===== config.mk =====
export PLATFORM = sky130hd
export DESIGN_NAME = cbam_front
export DESIGN_NICKNAME = d
export VERILOG_FILES = /design/src/cbam_pkg.sv /design/src/cbam_front.sv
export SDC_FILE = /design/constraint.sdc
export NUM_CORES = 1
export LEC_CHECK = 0
export ABC_AREA = 1
export BUFFER_PORTS_ARGS = -buffer_cell sky130_fd_sc_hd__buf_2
export CAP_MARGIN = 30
export CORE_MARGIN = 2
export CORE_UTILIZATION = 40
export DETAILED_ROUTE_END_ITERATION = 6
export GPL_TIMING_DRIVEN = 0
export HOLD_SLACK_MARGIN = 0.1
export PLACE_DENSITY = 0.92
export SKIP_CTS_REPAIR_TIMING = 1
export SLEW_MARGIN = 20
export SYNTH_ARGS = -nofsm -noshare
export SYNTH_HDL_FRONTEND = slang
export SYNTH_SLANG_ARGS = --single-unit
export TNS_END_PERCENT = 30

===== constraint.sdc =====
create_clock -name clk -period 1.43 [get_ports clk]
set_input_delay 0.0715 -clock clk [delete_from_list [all_inputs] [get_ports clk]]
set_output_delay 0.0715 -clock clk [all_outputs]
set_load 0.01 [all_outputs]

===== src/cbam_pkg.sv =====
// Package for the cartridge bus address mirroring block.
// Holds store sizes, operation codes, the decoded command and the result types.
// No dependencies; the front end, queue, back end and top level import it.
package cbam_pkg;

	localparam int CPU_DEPTH       = 65536;
	localparam int PPU_DEPTH       = 16384;
	localparam int CPU_AW          = $clog2(CPU_DEPTH);
	localparam int PPU_AW          = $clog2(PPU_DEPTH);
	localparam int QUEUE_DEPTH_DEF = 2;

	// Configuration port.
	localparam int CFG_IW = 1;
	localparam int CFG_DW = 1;
	localparam logic [CFG_IW-1:0] CFG_MIRROR_VERTICAL = 1'd0;
	localparam logic [CFG_IW-1:0] CFG_PRG_IS_32K      = 1'd1;

	typedef enum logic [1:0] {
		OP_CPU_READ  = 2'd0,
		OP_CPU_WRITE = 2'd1,
		OP_PPU_READ  = 2'd2,
		OP_PPU_WRITE = 2'd3
	} op_t;

	typedef enum logic [1:0] {
		TGT_NONE = 2'd0,
		TGT_CPU  = 2'd1,
		TGT_PPU  = 2'd2
	} tgt_t;

	// Decoded access, as it waits in the queue.
	typedef struct packed {
		tgt_t              tgt;
		logic              wr;
		logic [CPU_AW-1:0] addr;
		logic [7:0]        wdata;
		logic              fwd;
		logic [2:0]        idx;
		logic              reg_wr;
		logic [7:0]        fwd_byte;
	} cmd_t;

	typedef struct packed {
		logic [7:0] read_byte;
		logic       to_ppu_register;
		logic [2:0] register_index;
		logic       register_write;
		logic [7:0] forwarded_byte;
	} res_t;

endpackage


===== src/cbam_front.sv =====
// Front end: configuration registers, input handshake and address decode.
// Depends on cbam_pkg; pushes decoded commands into cbam_queue.
module cbam_front (
	input  logic                         clk,
	input  logic                         arst_n,
	input  logic                         cfg_we,
	input  logic [cbam_pkg::CFG_IW-1:0]  cfg_index,
	input  logic [cbam_pkg::CFG_DW-1:0]  cfg_data,
	input  logic                         s_tvalid,
	output logic                         s_tready,
	input  logic [23:0]                  s_tdata,
	input  logic [1:0]                   s_tuser,
	input  logic                         q_full,
	input  logic                         clearing,
	output logic                         push,
	output cbam_pkg::cmd_t               cmd
);
	import cbam_pkg::*;

	localparam logic [15:0] RAM_LAST     = 16'h1FFF;
	localparam logic [15:0] PPU_REG_LAST = 16'h2007;
	localparam logic [15:0] DMA_PORT     = 16'h4014;
	localparam logic [15:0] EXP_FIRST    = 16'h4020;
	localparam logic [15:0] EXP_LAST     = 16'h5FFF;
	localparam logic [15:0] PRG_FIRST    = 16'h8000;
	localparam logic [13:0] NT_FIRST     = 14'h2000;
	localparam logic [13:0] NT_END       = 14'h3000;
	localparam logic [13:0] FOLD_LAST    = 14'h3EFF;
	localparam logic [13:0] FOLD_STEP    = 14'h1000;
	localparam logic [13:0] NT_1         = 14'h2400;
	localparam logic [13:0] NT_2         = 14'h2800;
	localparam logic [13:0] PAL_BASE     = 14'h3F00;
	localparam logic [13:0] PAL_LAST     = 14'h3F1F;

	logic mirror_vertical_q;
	logic prg_is_32k_q;

	op_t         op;
	logic [15:0] a;
	logic [7:0]  d;
	logic [13:0] pa;
	logic [13:0] pmap;
	logic [9:0]  off;

	always_ff @(posedge clk or negedge arst_n) begin
		if (!arst_n) begin
			mirror_vertical_q <= 1'b0;
			prg_is_32k_q      <= 1'b1;
		end else if (cfg_we) begin
			unique case (cfg_index)
				CFG_MIRROR_VERTICAL: mirror_vertical_q <= cfg_data[0];
				CFG_PRG_IS_32K:      prg_is_32k_q      <= cfg_data[0];
				default: ;
			endcase
		end
	end

	assign s_tready = !clearing && !q_full;
	assign push     = s_tvalid && s_tready;

	assign op = op_t'(s_tuser);
	assign a  = s_tdata[15:0];
	assign d  = s_tdata[23:16];

	// PPU address map: wrap, nametable fold, mirroring and palette.
	always_comb begin
		pa = a[13:0];
		if (pa >= NT_END && pa <= FOLD_LAST) begin
			pa = pa - FOLD_STEP;
		end
		off = pa[9:0];
		if (pa < NT_FIRST) begin
			pmap = pa;
		end else if (pa < NT_END) begin
			unique case (pa[11:10])
				2'd0: pmap = pa;
				2'd1: pmap = mirror_vertical_q ? pa : (NT_FIRST + {4'b0, off});
				2'd2: pmap = mirror_vertical_q ? (NT_FIRST + {4'b0, off}) : pa;
				2'd3: pmap = mirror_vertical_q ? (NT_1 + {4'b0, off}) : (NT_2 + {4'b0, off});
				default: pmap = pa;
			endcase
		end else if (pa <= PAL_LAST) begin
			pmap = pa;
		end else begin
			pmap = PAL_BASE + {9'b0, pa[4:0]};
		end
	end

	always_comb begin
		cmd.tgt      = TGT_CPU;
		cmd.wr       = s_tuser[0];
		cmd.addr     = a;
		cmd.wdata    = d;
		cmd.fwd      = 1'b0;
		cmd.idx      = 3'd0;
		cmd.reg_wr   = 1'b0;
		cmd.fwd_byte = 8'd0;
		unique case (op)
			OP_PPU_READ, OP_PPU_WRITE: begin
				cmd.tgt  = TGT_PPU;
				cmd.addr = {2'b00, pmap};
			end
			OP_CPU_READ, OP_CPU_WRITE: begin
				priority if (a <= RAM_LAST) begin
					cmd.addr = {5'b0, a[10:0]};
				end else if (a <= PPU_REG_LAST || a == DMA_PORT) begin
					// The DMA port lands on register 4, the same as its low three bits.
					cmd.tgt      = TGT_NONE;
					cmd.fwd      = 1'b1;
					cmd.idx      = a[2:0];
					cmd.reg_wr   = s_tuser[0];
					cmd.fwd_byte = s_tuser[0] ? d : 8'd0;
				end else if (a >= EXP_FIRST && a <= EXP_LAST) begin
					cmd.tgt = TGT_NONE;
				end else if (a >= PRG_FIRST) begin
					cmd.addr = prg_is_32k_q ? a : {2'b10, a[13:0]};
				end else begin
					cmd.addr = a;
				end
			end
			default: ;
		endcase
	end

endmodule


**After elaboration in Yosys (flattened, before gate mapping)**

Index checks and enable logic that the tools add are counted.

- $add $sub $neg: 5
- Magnitude comparators: 10
- Eq/ne operators: 7
- Muxes and demuxes: 22
- Bitwise operators: 1
- Reduce and logical (&&, ||, !) cells: 13

Operator list:

| cell | number |
|---|---|
| $mux W14 | 7 |
| $mux W16 | 5 |
| $pmux W14 S4 | 1 |
| $add A14 B10 Y14 const A | 3 |
| $mux W13 | 3 |
| $pmux W16 S2 | 1 |
| $le A14 B14 Y1 const B | 2 |
| $lt A14 B14 Y1 const B | 2 |
| $eq A16 B15 Y1 const B | 1 |
| $ge A16 B15 Y1 const B | 1 |
| $ge A16 B16 Y1 const B | 1 |
| $le A16 B13 Y1 const B | 1 |
| $le A16 B14 Y1 const B | 1 |
| $le A16 B15 Y1 const B | 1 |
| $ge A14 B14 Y1 const B | 1 |
| $sub A14 B13 Y14 const B | 1 |
| $add A9 B6 Y10 const A | 1 |
| $eq A2 B2 Y1 const B | 4 |
| $mux W8 | 1 |
| $eq A2 B1 Y1 const B | 2 |
| $logic_and A1 B1 Y1 | 4 |
| $logic_not A2 Y1 | 2 |
| $pmux W2 S2 | 1 |
| $reduce_and A2 Y1 | 2 |
| 5 further kinds | 9 |

- Flip-flop bits (word level): 2
- Output and inout port bits: 42
- Logic and storage cells: 60

**Depth between registers and ports, before layout**

- Depth after elaboration: 9
- Depth in mapped cells: 10
- Gate-level depth less buffers: 10

**Worst setup path before layout**

No wires, ideal clock.

- Kind: in2out
- From: input s_tdata[13]
- To: output cmd[33] in the netlist's numbering
- Arrival: 1.065 ns
- Required time: 1.359 ns
- Path slack: 0.294 ns
- Cell stages on the path: 9
- Cells stage by stage: inv_1 ha_1 inv_1 nor2_1 nand3_1 nand2_1 nor2_2 inv_1 o21ai_0

RTL lines:

| what | line | RTL |
|---|---|---|
| from (decl) | cbam_front.sv:11 | `input logic [23:0] s_tdata,` |
| to (decl) | cbam_front.sv:16 | `output cbam_pkg::cmd_t cmd` |

==> flow_metrics.env <==
export IMPL_status="finished clean"
export IMPL_final_common_cell="buf_2"
export IMPL_dpl_instance_area_um2=1270
export IMPL_reg2regPathDepth=3
export IMPL_cts_made_buffers=3
export IMPL_drt_wl_total_mm=2.69
export IMPL_io_pins=76
export IMPL_grt_pass1_wl_mm=3.91
export IMPL_synth_seq_area_share=0.0593
export IMPL_antennaDiodeCount=0
export IMPL_fin_ws_ns=0.0447
export IMPL_rows=16
export IMPL_synth_fp_nets=198
export IMPL_start_kind="input port"
export IMPL_grt_max_degree=10
export IMPL_worstSkewPairLatency_ns=0.23
export IMPL_ant_nets=0
export IMPL_synth_top_area_cell="nor2_1"
export IMPL_dr_pass1_iters=4
export IMPL_crit_type="in2out"
export IMPL_drc=0
export IMPL_p_leak_nw=0.867
export IMPL_crit_path_end_kind="primary output"
export IMPL_worstHoldPathType="in2reg"
export IMPL_via_count=1215
export IMPL_synth_avg_cell_area_um2=5.47
export IMPL_fin_area_um2=1470
export IMPL_fin_crit_sh=0.969
export IMPL_seq_area_um2=51.3
export IMPL_area_growth_pct=69.8
export IMPL_drive_gt1_frac=0.547
export IMPL_setup_violations=0
export IMPL_ys_warn_count=0
export IMPL_clk_pin_slew_ns=0.04
export IMPL_maxSlewHeadroom=0.846
export IMPL_cts_sinks=2
export IMPL_syn_cell_area_um2=865
export IMPL_antenna_found_initial=0
export IMPL_drt_initial_drc_count=20
export IMPL_cp_arrival_ns=1.31
export IMPL_synth_seq_cells=2
export IMPL_cts_tree="yes"
export IMPL_clock_skew_ns=0
export IMPL_fp_coreArea_um2=2000
export IMPL_grt_pass1_vias=982
export IMPL_htree_levels=1
export IMPL_yosysTopAreaCellShare=0.130
export IMPL_pre_cts_slack_ns=-0.0761
export IMPL_drv_cap=0
export IMPL_multi_input_area_um2=669
export IMPL_crit_fanout=6
export IMPL_die_y_um=50.5
export IMPL_cts_buffer_depth=2
export IMPL_hold_viol_final=0
export IMPL_vias_per_cell=4.50
export IMPL_die_w_um=50.5
export IMPL_synthCells=158
export IMPL_synth_area_leaders="nor2_1 (13%), nand2_1 (13%), buf_4 (12%)"
export IMPL_synth_cell_types=26
export IMPL_fmax_mhz=722
export IMPL_drv_slew=0
export IMPL_nets=284
export IMPL_portBuffers=74
export IMPL_grt_util_all_layers=0.190
export IMPL_powerDensity_nw_per_um2=390
export IMPL_period_needed_ns=1.39
export IMPL_overflow=0
export IMPL_fillerInstances=179
export IMPL_wl_per_cell_um=9.97
export IMPL_root_buffer="clkbuf_4"
export IMPL_holdPathStages=3
export IMPL_tightest_slew_ns=0.230
export IMPL_dieArea_um2=2550
export IMPL_final_cell_mix="buf_2 (72), nand2_1 (25), nor2_1 (24)"
export IMPL_gp_congestion=0.888
export IMPL_start_util=0.432
export IMPL_worstPathRequired_ns=1.36
export IMPL_ir_worst_vdd_mv=0.413
export IMPL_dp_hpwl_mm=2.04
[flip-flops by register name, indices dropped and copies added (netlist names)]
signal	flops
mirror_vertical_q	1
prg_is_32k_q	1
[cell usage after synthesis]
master / number
nand2_4: 1
a31oi_1: 2
nor3_1: 4
buf_4: 14
nor2_4: 2
inv_2: 3
nor2_1: 30
a21o_2: 1
o21a_1: 1
nor3b_1: 1
a21oi_1: 5
nor2_2: 4
o21ai_2: 1
inv_1: 27
nand3_4: 1
o21ai_0: 6
clkbuf_1: 3
dfstp_2: 1
buf_6: 1
nand3_2: 1
ha_1: 6
nand2_1: 29
nand2_2: 3
dfrtp_1: 1
nand4_1: 1
nand3_1: 9
[worst max-delay path: stages]
cell,delay [ns]
buf_8,0.10
inv_4,0.05
ha_4,0.15
inv_2,0.05
nor2_1,0.04
nand3_1,0.11
nand2_2,0.09
nor2_4,0.23
nand3_4,0.15
nor2_2,0.13
buf_2,0.13
[metrics by stage]
stage	TNS (ns)	power [mW]	hold WS (ns)	instances	utilization
after floorplan	0	0.250	-0.224	158	-
after global placement	-0.411	0.380	-0.141	259	0.634
after detailed placement	-0.766	0.384	-0.141	259	0.634
after CTS	-0.823	0.533	-0.389	263	0.647
after global routing	-0.172	0.632	0.112	270	0.733
final	0	0.572	0.112	270	0.733
[report_power, final]
group / switching (mW) / leakage, nW / internal [mW]
clock network: 0.0375 / 0.0150 / 0.104
registers: 0.00456 / 0.0215 / 0.0670
logic: 0.191 / 0.830 / 0.168
[worst paths after layout]
path	start	endpoint	slack [ns]
min reg2reg	mirror_vertical_q	mirror_vertical_q	0.57
max in group asynchronous	arst_n	prg_is_32k_q	1.08
max reg2reg	prg_is_32k_q	prg_is_32k_q	0.11
min in group asynchronous	arst_n	mirror_vertical_q	0.16
max	s_tdata[13]	cmd[6]	0.04
min	cfg_data	mirror_vertical_q	0.11
[cell families (layout without fill, tap and decap cells)]
family / after synthesis / in the layout / share of synthesized area
adder cells (fa/ha/maj): 6 / 6 / 0.0868
AND/OR/NAND/NOR: 86 / 87 / 0.469
flip-flops: 2 / 2 / 0.0593
AO/OA/AOI/OAI: 16 / 16 / 0.107
buffers and inverters: 48 / 132 / 0.278
[per-layer routing]
| layer | vias to the layer above | wire length (µm) | global-route usage | part of all wire |
|---|---|---|---|---|
| li1 | 648 | - | - | - |
| met5 | - | 0 | 0 | 0 |
| met1 | 516 | 1060 | 0.210 | 0.39 |
| met3 | 4 | 131 | 0.0208 | 0.049 |
| met4 | 0 | 33 | 0.0721 | 0.012 |
| met2 | 47 | 1470 | 0.366 | 0.55 |
[cell type report]
type,instances,area share
Timing Repair Buffer,80,0.301
Tap cell,27,0.0230
Buffer,18,0.0870
Clock buffer,4,0.0179
Multi-Input combinational cell,109,0.456
Sequential cell,2,0.0350
Inverter,30,0.0801
(Power assumes the default switching activity.)
