--- config.mk ---
export PLATFORM = sky130hd
export DESIGN_NAME = cbam_queue
export DESIGN_NICKNAME = d
export VERILOG_FILES = /design/src/cbam_pkg.sv /design/src/cbam_queue.sv
export SDC_FILE = /design/constraint.sdc
export NUM_CORES = 1
export LEC_CHECK = 0
export BUFFER_PORTS_ARGS = -buffer_cell sky130_fd_sc_hd__buf_2
export CAP_MARGIN = 30
export CORE_MARGIN = 2
export CORE_UTILIZATION = 45
export CTS_BUF_LIST = sky130_fd_sc_hd__clkbuf_8
export DETAILED_ROUTE_END_ITERATION = 10
export GPL_ROUTABILITY_DRIVEN = 0
export GPL_TIMING_DRIVEN = 0
export HOLD_SLACK_MARGIN = 0.08
export PLACE_DENSITY = 0.81
export SLEW_MARGIN = 30
export SYNTH_ARGS = -nofsm -noshare
export SYNTH_HDL_FRONTEND = slang
export SYNTH_SLANG_ARGS = --single-unit
--- constraint.sdc ---
create_clock -name clk -period 3.4 [get_ports clk]
set_clock_uncertainty 0.05 [all_clocks]
set_input_delay 0.34 -clock clk [delete_from_list [all_inputs] [get_ports clk]]
set_output_delay 0.34 -clock clk [all_outputs]
set_load 0.1 [all_outputs]
--- src/cbam_pkg.sv ---
// Package for the cartridge bus address mirroring block.
// Holds store sizes, operation codes, the decoded command and the result types.
// No dependencies; the front end, queue, back end and top level import it.
package cbam_pkg;

	localparam int CPU_DEPTH       = 65536;
	localparam int PPU_DEPTH       = 16384;
	localparam int CPU_AW          = $clog2(CPU_DEPTH);
	localparam int PPU_AW          = $clog2(PPU_DEPTH);
	localparam int QUEUE_DEPTH_DEF = 2;

	// Configuration port.
	localparam int CFG_IW = 1;
	localparam int CFG_DW = 1;
	localparam logic [CFG_IW-1:0] CFG_MIRROR_VERTICAL = 1'd0;
	localparam logic [CFG_IW-1:0] CFG_PRG_IS_32K      = 1'd1;

	typedef enum logic [1:0] {
		OP_CPU_READ  = 2'd0,
		OP_CPU_WRITE = 2'd1,
		OP_PPU_READ  = 2'd2,
		OP_PPU_WRITE = 2'd3
	} op_t;

	typedef enum logic [1:0] {
		TGT_NONE = 2'd0,
		TGT_CPU  = 2'd1,
		TGT_PPU  = 2'd2
	} tgt_t;

	// Decoded access, as it waits in the queue.
	typedef struct packed {
		tgt_t              tgt;
		logic              wr;
		logic [CPU_AW-1:0] addr;
		logic [7:0]        wdata;
		logic              fwd;
		logic [2:0]        idx;
		logic              reg_wr;
		logic [7:0]        fwd_byte;
	} cmd_t;

	typedef struct packed {
		logic [7:0] read_byte;
		logic       to_ppu_register;
		logic [2:0] register_index;
		logic       register_write;
		logic [7:0] forwarded_byte;
	} res_t;

endpackage

--- src/cbam_queue.sv ---
// Short FIFO of decoded commands between the front and the back end.
// Depends on cbam_pkg for the command type.
module cbam_queue #(
	parameter int QUEUE_DEPTH = cbam_pkg::QUEUE_DEPTH_DEF
) (
	input  logic           clk,
	input  logic           arst_n,
	input  logic           push,
	input  cbam_pkg::cmd_t push_cmd,
	input  logic           pop,
	output logic           full,
	output logic           not_empty,
	output cbam_pkg::cmd_t head
);
	import cbam_pkg::*;

	localparam int PW = $clog2(QUEUE_DEPTH);
	localparam int CW = $clog2(QUEUE_DEPTH + 1);

	cmd_t          entry_q [QUEUE_DEPTH];
	logic [PW-1:0] wr_ptr_q;
	logic [PW-1:0] rd_ptr_q;
	logic [CW-1:0] count_q;

	assign full      = (count_q == CW'(QUEUE_DEPTH));
	assign not_empty = (count_q != '0);
	assign head      = entry_q[rd_ptr_q];

	always_ff @(posedge clk) begin
		if (push) begin
			entry_q[wr_ptr_q] <= push_cmd;
		end
	end

	always_ff @(posedge clk or negedge arst_n) begin
		if (!arst_n) begin
			wr_ptr_q <= '0;
			rd_ptr_q <= '0;
			count_q  <= '0;
		end else begin
			if (push) begin
				wr_ptr_q <= (wr_ptr_q == PW'(QUEUE_DEPTH - 1)) ? '0 : wr_ptr_q + 1'b1;
			end
			if (pop) begin
				rd_ptr_q <= (rd_ptr_q == PW'(QUEUE_DEPTH - 1)) ? '0 : rd_ptr_q + 1'b1;
			end
			if (push && !pop) begin
				count_q <= count_q + 1'b1;
			end else if (pop && !push) begin
				count_q <= count_q - 1'b1;
			end
		end
	end

endmodule

## Word level (Yosys, flattened, before mapping)

Memory sizes are Yosys's and may differ from the RTL's.
Cells that the tools add are included.

- Multiplexer cells: 6
- Div/mod/pow operators: 0
- Equal/unequal tests: 1
- $add $sub $neg: 4
- Order comparisons: 0
- Multiply operators: 0
- Reduce and logical (&&, ||, !) cells: 6
- Shifts and indexed selects: 0
- Bitwise logic cells: 0

Operator list:

| operator | count |
|---|---|
| $mux 1 | 4 |
| $mux 2 | 2 |
| $reduce_bool 2->1 | 2 |
| $add 1x1->1 const B | 2 |
| $add 2x1->2 const B | 1 |
| $eq 2x2->1 const B | 1 |
| $logic_and 1x1->1 | 2 |
| $logic_not 1->1 | 2 |
| $sub 2x1->2 const B | 1 |

- Memory bits (read-only): 0
- Output and inout port bits: 42
- Memories kept: 1
- Memory bits (writable): 80
- Bits in latches: 0
- Input port bits: 44
- Register bits after elaboration: 4

Memory list:

| memory | depth | width | rd ports | clocked after memory_dff | wr ports | line | source |
|---|---|---|---|---|---|---|---|
| entry_q | 2 | 40 | 1 | 0 | 1 | cbam_queue.sv:20 | `cmd_t entry_q [QUEUE_DEPTH];` |

## Logic depth before layout (Yosys ltp)

Gate-level depths: netlist (run 1).

- Depth in word-level cells: 4
- Depth in mapped cells: 5
- Gate-level depth less buffers: 5

## Worst setup path after synthesis (run 1)

No wires, ideal clock.

- Path kind: register to register
- Start point: register wr_ptr_q
- End point: memory entry_q[0][0] (netlist name) (enable)
- Setup time: 0.442 ns
- Setup slack: 0.715 ns
- Stages on the path, launching flop included: 2
- Buffers on the path: 0
- Data arrival time: 2.193 ns
- Cells stage by stage: dfrtp_1 -> nor2b_1

RTL lines:

| element | line | source |
|---|---|---|
| start, declared | cbam_queue.sv:21 | `logic [PW-1:0] wr_ptr_q;` |
| start signal, assigned | cbam_queue.sv:42 | `wr_ptr_q <= (wr_ptr_q == PW'(QUEUE_DEPTH - 1)) ? '0 : wr_ptr_q + 1'b1;` |
| end, declared | cbam_queue.sv:20 |  |

Straight into the memory's write port.

==> run metrics, run 1 <==
most frequent cells in the layout buf_2, edfxtp_1, mux2_4; WL/cell 15.0 microns; first-pass GRT wire length 7530 microns; total CTS buffers 9; First DRT Iteration DRCs 83; mux contribution to synthesized area 0.182; # resized after CTS 0; Util after Layout 0.578; commonest non-fill, non-tap cell in the layout buf_2; Seq/Total Area, Yosys 0.763; final setup fails 0; Slew HR 0.626; GRT overflow 0; later-pin clock latency in the skew report 0.34 ns; Design Area, Final 0.00412 sq mm; hold crit path type input port to flop; Clock Path Buffers 2; startpoint types flop; Crit Path Max Fanout 10; Critical Path RT 3.01 ns; DRT Wirelength 5170 microns; final net count 286; compound-gate portion of the synthesized area 0; post-synthesis net count 186; Slew @ Worst Pin 0.561 ns; dpl hpwl 3720 microns; Tmin final 2.04 ns; P&R area growth vs syn 25.7%; vias per inst 4.59; I/O pin count 86; vias 1,584; hold-fix buffer count after cts 1; worst reg-to-reg setup slack 1.84 ns; Chip Width 89.4 microns; RSZ-0062 raised after global routing no; Detail Route Antenna Nets 0; ANT cells 0; Worst-path clk slew 0.09 ns; warning count from the yosys run 0; Arrival @ worst endpoint 1.65 ns; buffers added on ports 85; #FFs+latches synth 84; Worst Setup End Kind primary output; synth unique cells 14; Post-Synth Adder-Cell Area 0.00382; Post-route DRC 0; number of global-route vias before repair 1,560; CP endpoint head[3]; site row count 31; global-route usage over all layers 0.131; Peak Freq 0.491 GHz; Avg Inst Size Synth 23.3 sq um; largest family of logic cells by synthesized area multiplexers; starting density of the core 0.460; Max H-tree Level 3; Hold Path Cell Cnt 1; Reg2Reg Depth 2; largest net degree at the start of global routing 22; dpl cells 328; r2r endpoint entry_q[1][18]; final period utilization 0.599; hold path startpoint push_cmd[14]; status complete, no violations; Setup Fix Bufs, Post-CTS 0; Syn Inst Count 141; share of cells above drive strength 1 0.618; xor and xnor area share after synthesis 0.0134; 1st-pass router iterations 4; initial antenna violation count 0; placed inst area 0.00392 sq mm; Core Region 0.00714 sq mm; max cap viols 0; RR Startpoint wr_ptr_q; Hold Violations, Final 0; kind of critical path flop to primary output; die height 89.4 microns; Sinks on Clock Net 84; Final Slew Violations 0; Post-Syn Area 0.00328 sq mm; CTS root buf clkbuf_8; full die area 0.00799 sq mm; Synth Area in Simple Gates 0.00878; Non-Filler Instances 345; CTS tree yes; Setup crit start rd_ptr_q
==> worst min-delay path by stage <==
stage | slack, ns | to
after floorplan | -0.006 | count_q[0]
after global placement | 0.1 | count_q[1]
after detailed placement | 0.10 | count_q[0]
after CTS | 0.11 | entry_q[0][21]
after global routing | 0.10 | entry_q[0][21]
final | 0.13 | entry_q[1][14]
==> layout make-up <==
cell class	instances	area (sq um)
fill	578	3010
clock inverter	7	68.8
clock buffer	9	124
multi-input combinational	51	691
sequential	84	2500
buffer	5	91.3
inverter	1	3.75
tap	99	124
timing repair buffer	89	518
==> Yosys cell counts <==
| cell type | count | area share |
|---|---|---|
| mux2_4 | 39 | 0.18 |
| buf_12 | 4 | 0.024 |
| xnor2_1 | 1 | 0.0027 |
| edfxtp_1 | 80 | 0.73 |
| or2_2 | 1 | 0.0019 |
| mux2_2 | 1 | 0.0034 |
| dfrtp_1 | 4 | 0.031 |
| buf_6 | 1 | 0.0034 |
| nor2b_1 | 2 | 0.0038 |
| xor2_1 | 4 | 0.011 |
| ha_1 | 1 | 0.0038 |
| nor2_1 | 1 | 0.0011 |
| and2_1 | 1 | 0.0019 |
| inv_1 | 1 | 0.0011 |
==> critical path, cell delays in order, from the launching register on <==
cell and delay, ns:
dfrtp_1 0.38, buf_6 0.15, buf_12 0.15, mux2_4 0.20, buf_2 0.42
==> kinds of logic after synthesis <==
group,count (synthesis)
flip-flops,84
multiplexers,40
buffers and inverters,6
XOR/XNOR,5
AND/OR/NAND/NOR,5
adder cells (fa/ha/maj),1
==> through the flow <==
step	hold WS (ns)	TNS [ns]	setup WS (ns)
floorplan	-0.00559	0	0.715
global placement	0.0965	-12.97	-0.327
detailed placement	0.102	0	1.73
CTS	0.107	0	1.33
global route	0.104	0	1.31
finish	0.128	0	1.36
==> routing by layer <==
layer | vias up | part of all wire | track usage
li1 | 750 | - | -
met2 | 55 | 0.52 | 0.222
met3 | 7 | 0.049 | 0.0360
met5 | - | 0 | 0
met1 | 772 | 0.42 | 0.154
met4 | 0 | 0.016 | 0.0651
==> flip-flops by register name, indices dropped and copies added (netlist names) <==
signal / flops
entry_q: 80
count_q: 2
rd_ptr_q: 1
wr_ptr_q: 1
Power of run 1 is not shown: default switching activity piles up to over one toggle a cycle in this logic, so the estimate is an artifact.
==> run 2: changes to the inputs <==
Clock period 3.4 ns to 2 ns, I/O delays scaled along.
==> run 2 against run 1 <==
  * Final area increased by 9.8%
  * Routed wire length rose by 14%
  * Sequential cell count unchanged
  * Clock-buffer cell count stayed put
==> run metrics, run 2 (same netlist as run 1, synthesis figures left out) <==
Worst Path Buf+Inv 3; initial antenna violation count 0; die height 89.4 microns; CTS root buf clkbuf_8; Crit Path Max Fanout 10; Slew HR 0.559; buffers added on ports 85; fillers 536; Final Slew Violations 0; Largest register FFs 80; WL/cell 15.3 microns; RSZ-0062 raised after global routing no; Peak Freq 0.526 GHz; later-pin clock latency in the skew report 0.35 ns; First DRT Iteration DRCs 47; Worst Setup End Kind primary output; GRT overflow 0; starting density of the core 0.460; vias 1,758; pre-CTS setup slack 0.408 ns; dpl hpwl 3670 microns; final setup fails 0; Setup Fix Bufs, Post-CTS 0; Worst-path clk slew 0.09 ns; most frequent cells in the layout buf_2, edfxtp_1, dlygate4sd3_1; final period utilization 0.950; Max H-tree Level 3; Largest regs entry_q x80, count_q x2; Arrival @ worst endpoint 1.65 ns; Clock Path Buffers 2; number of global-route vias before repair 1,792; I/O pin count 86; status complete, no violations; global-route usage over all layers 0.145; vias per inst 4.55; hold crit path type input port to async pin; CP max-delay cell buf_2; share of cells above drive strength 1 0.526; r2r endpoint entry_q[0][22]; CP cell instances buf_6, buf_12, mux2_4, buf_2; Chip Width 89.4 microns; Core Region 0.00714 sq mm; 1st-pass router iterations 4; Sinks on Clock Net 84; Util after Layout 0.634; ANT cells 0; full die area 0.00799 sq mm; final net count 327; Reg2Reg Depth 2; site row count 31; Post-route DRC 0; Top reg by flops entry_q; P&R area growth vs syn 38.1%; Slew @ Worst Pin 0.659 ns; largest net degree at the start of global routing 22; Tmin final 1.90 ns; kind of critical path flop to primary output; total CTS buffers 9; RR Startpoint wr_ptr_q; Hold Violations, Final 0; DRT Wirelength 5900 microns; Setup TNS Final 0 ns; PnR worst setup slack 0.0991 ns; commonest non-fill, non-tap cell in the layout buf_2; startpoint types flop; Critical Path RT 1.75 ns; CP delay by family, top buffers and inverters; max cap viols 0; Detail Route Antenna Nets 0; CTS tree yes; first-pass GRT wire length 8220 microns; CP peak stage delay 0.42 ns; worst reg-to-reg setup slack 0.41 ns
-- run 2: metrics by stage --
step / hold slack, ns / std cells / instance area, sq um
after floorplan: -0.146 / 141 / 3280
after detailed placement: -0.0425 / 327 / 3890
after global routing: 0.118 / 386 / 4530
after CTS: 0.115 / 386 / 4530
after global placement: -0.0449 / 325 / 3830
final: 0.128 / 386 / 4530
-- run 2: layout make-up --
class / count / area [sq um] / share of cell area
Buffer: 5 / 91.3 / 0.0202
Clock buffer: 9 / 124 / 0.0274
Clock inverter: 7 / 81.3 / 0.0180
Inverter: 1 / 3.75 / 0.000829
Multi-Input combinational cell: 51 / 691 / 0.153
Sequential cell: 84 / 2500 / 0.553
Tap cell: 99 / 124 / 0.0274
Timing Repair Buffer: 130 / 911 / 0.201
-- run 2: layer usage --
layer | up-vias | global-route usage | part of all wire
met1 | 863 | 0.155 | 0.40
met4 | 0 | 0.0651 | 0.018
met2 | 59 | 0.265 | 0.53
met5 | - | 0 | 0
li1 | 827 | - | -
met3 | 9 | 0.0416 | 0.056
-- run 2: what timing repair did --
| item | 4_1_cts | 5_1_grt |
|---|---|---|
| hold buffers | 43 | 0 |
| endpoints found under the hold margin | 86 | 0 |
| resized for setup | 0 | 0 |
-- run 2: worst max-delay path by stage --
stage / startpoint / cells past startpoint / endpoint
3_3_place_gp: wr_ptr_q / 1 / entry_q[0][33]
6_report: rd_ptr_q / 4 / head[25]
2_1_floorplan: count_q[0] / 1 / full
4_1_cts: rd_ptr_q / 4 / head[17]
5_1_grt: rd_ptr_q / 4 / head[1]
3_5_place_dp: wr_ptr_q / 2 / entry_q[0][11]
Power of run 2 is left out for the same reason.
==> run 3: changes to the inputs <==
Settings changed: PLACE_DENSITY 0.81 to 0.83.
Clock period 2 ns to 1.6 ns, I/O delays scaled along.
==> run 3 against run 2 <==
  * The run now ends with negative setup slack left
  * Non-clock buffer count increased by 2
  * Routed wire length rose by 16%
  * Core utilization up 8.7 points
==> run metrics, run 3 (same netlist as run 1, synthesis figures left out) <==
hold crit path type input port to async pin; Fin Hold WS 0.0956 ns; Tmin final 1.73 ns; ANT cells 0; CP max-delay cell dfrtp_1; share of cells above drive strength 1 0.526; commonest non-fill, non-tap cell in the layout edfxtp_1; Arrival @ worst endpoint 1.52 ns; RSZ-0062 raised after global routing yes; global-route usage over all layers 0.182; worst reg-to-reg setup slack 0.20 ns; DRT Wirelength 6850 microns; Peak Freq 0.577 GHz; full die area 0.00799 sq mm; final net count 329; site row count 31; buffers added on ports 85; Largest register FFs 80; later-pin clock latency in the skew report 0.34 ns; max cap viols 0; Crit Path Max Fanout 10; Max H-tree Level 3; Slew @ Worst Pin 0.560 ns; Critical Path RT 1.39 ns; final setup fails 40; GRT overflow 0; WL met2 3990 microns; Sinks on Clock Net 84; vias per inst 4.61; starting density of the core 0.460; total CTS buffers 9; kind of critical path flop to primary output; Chip Width 89.4 microns; Slew HR 0.627; Top reg by flops entry_q; Worst Setup End Kind primary output; startpoint types flop; Hold Violations, Final 0; Post-route DRC 0; final period utilization 1.08; most used cell, CP buf_12; dpl hpwl 3610 microns; Core Region 0.00714 sq mm; Detail Route Antenna Nets 0; most frequent cells in the layout edfxtp_1, buf_12, buf_2; Largest regs entry_q x80, count_q x2; CP cell instances buf_6, buf_12, mux2_4, buf_12; vias 1,788; First DRT Iteration DRCs 70; met1 wire length 2470 microns; number of global-route vias before repair 1,992; failing checks negative setup slack; first-pass GRT wire length 10,100 microns; I/O pin count 86; CTS root buf clkbuf_8; CTS tree yes; PnR worst setup slack -0.132 ns; status finished with violations; largest net degree at the start of global routing 41; Final Slew Violations 0; die height 89.4 microns; highest metal used met4; P&R area growth vs syn 57.0%; initial antenna violation count 0; met3 wire len 283 microns; Clock Path Buffers 2; Worst-path clk slew 0.08 ns; pre-CTS setup slack -0.112 ns; CP peak stage delay 0.38 ns; WL/cell 17.7 microns; 1st-pass router iterations 4
[run 3: through the flow]
step	utilization	TNS, ns	cell area (sq um)	cells
floorplan	-	0	3290	141
global placement	0.538	-11.92	3840	325
finish	0.722	-4.79	5150	388
detailed placement	0.544	-4.38	3880	327
CTS	0.718	-5.69	5130	387
global route	0.722	-6.68	5150	388
[run 3: critical path, delay by kind of cell, from the launching register on]
| family | cells | cell delay (ns) |
|---|---|---|
| buffers and inverters | 3 | 0.47 |
| DFF | 1 | 0.38 |
| muxes | 1 | 0.32 |
[run 3: layout make-up]
cell class | count | area, sq um
Clock inverter | 7 | 90.1
Sequential cell | 84 | 2500
Tap cell | 99 | 124
Clock buffer | 9 | 124
Buffer | 5 | 91.3
Inverter | 1 | 3.75
Multi-Input combinational cell | 51 | 698
Timing Repair Buffer | 132 | 1520
Fill cell | 436 | 1990
[run 3: routing by layer]
| layer | vias to the layer above | global-route usage |
|---|---|---|
| li1 | 830 | - |
| met1 | 892 | 0.191 |
| met2 | 58 | 0.344 |
| met3 | 8 | 0.0471 |
| met4 | 0 | 0.0706 |
| met5 | - | 0 |
[run 3: path summary, 6_finish.rpt]
path / start / cells after the start / endpoint
min in group clk: count_q[1] / 1 / count_q[1]
min: arst_n / 2 / count_q[1]
max reg2reg: wr_ptr_q / 1 / entry_q[1][29]
min reg2reg: count_q[1] / 1 / count_q[1]
max in group asynchronous: arst_n / 2 / rd_ptr_q
max: rd_ptr_q / 4 / head[3]
[run 3: repair_timing]
item | CTS | global route
hold endpoints to repair | 86 | 0
hold buffers | 43 | 0
setup endpoints to repair | 80 | 41
pin swaps | 0 | 0
buffers inserted | 1 | 1
resized for setup | 159 | 5
Power of run 3 is left out for the same reason.
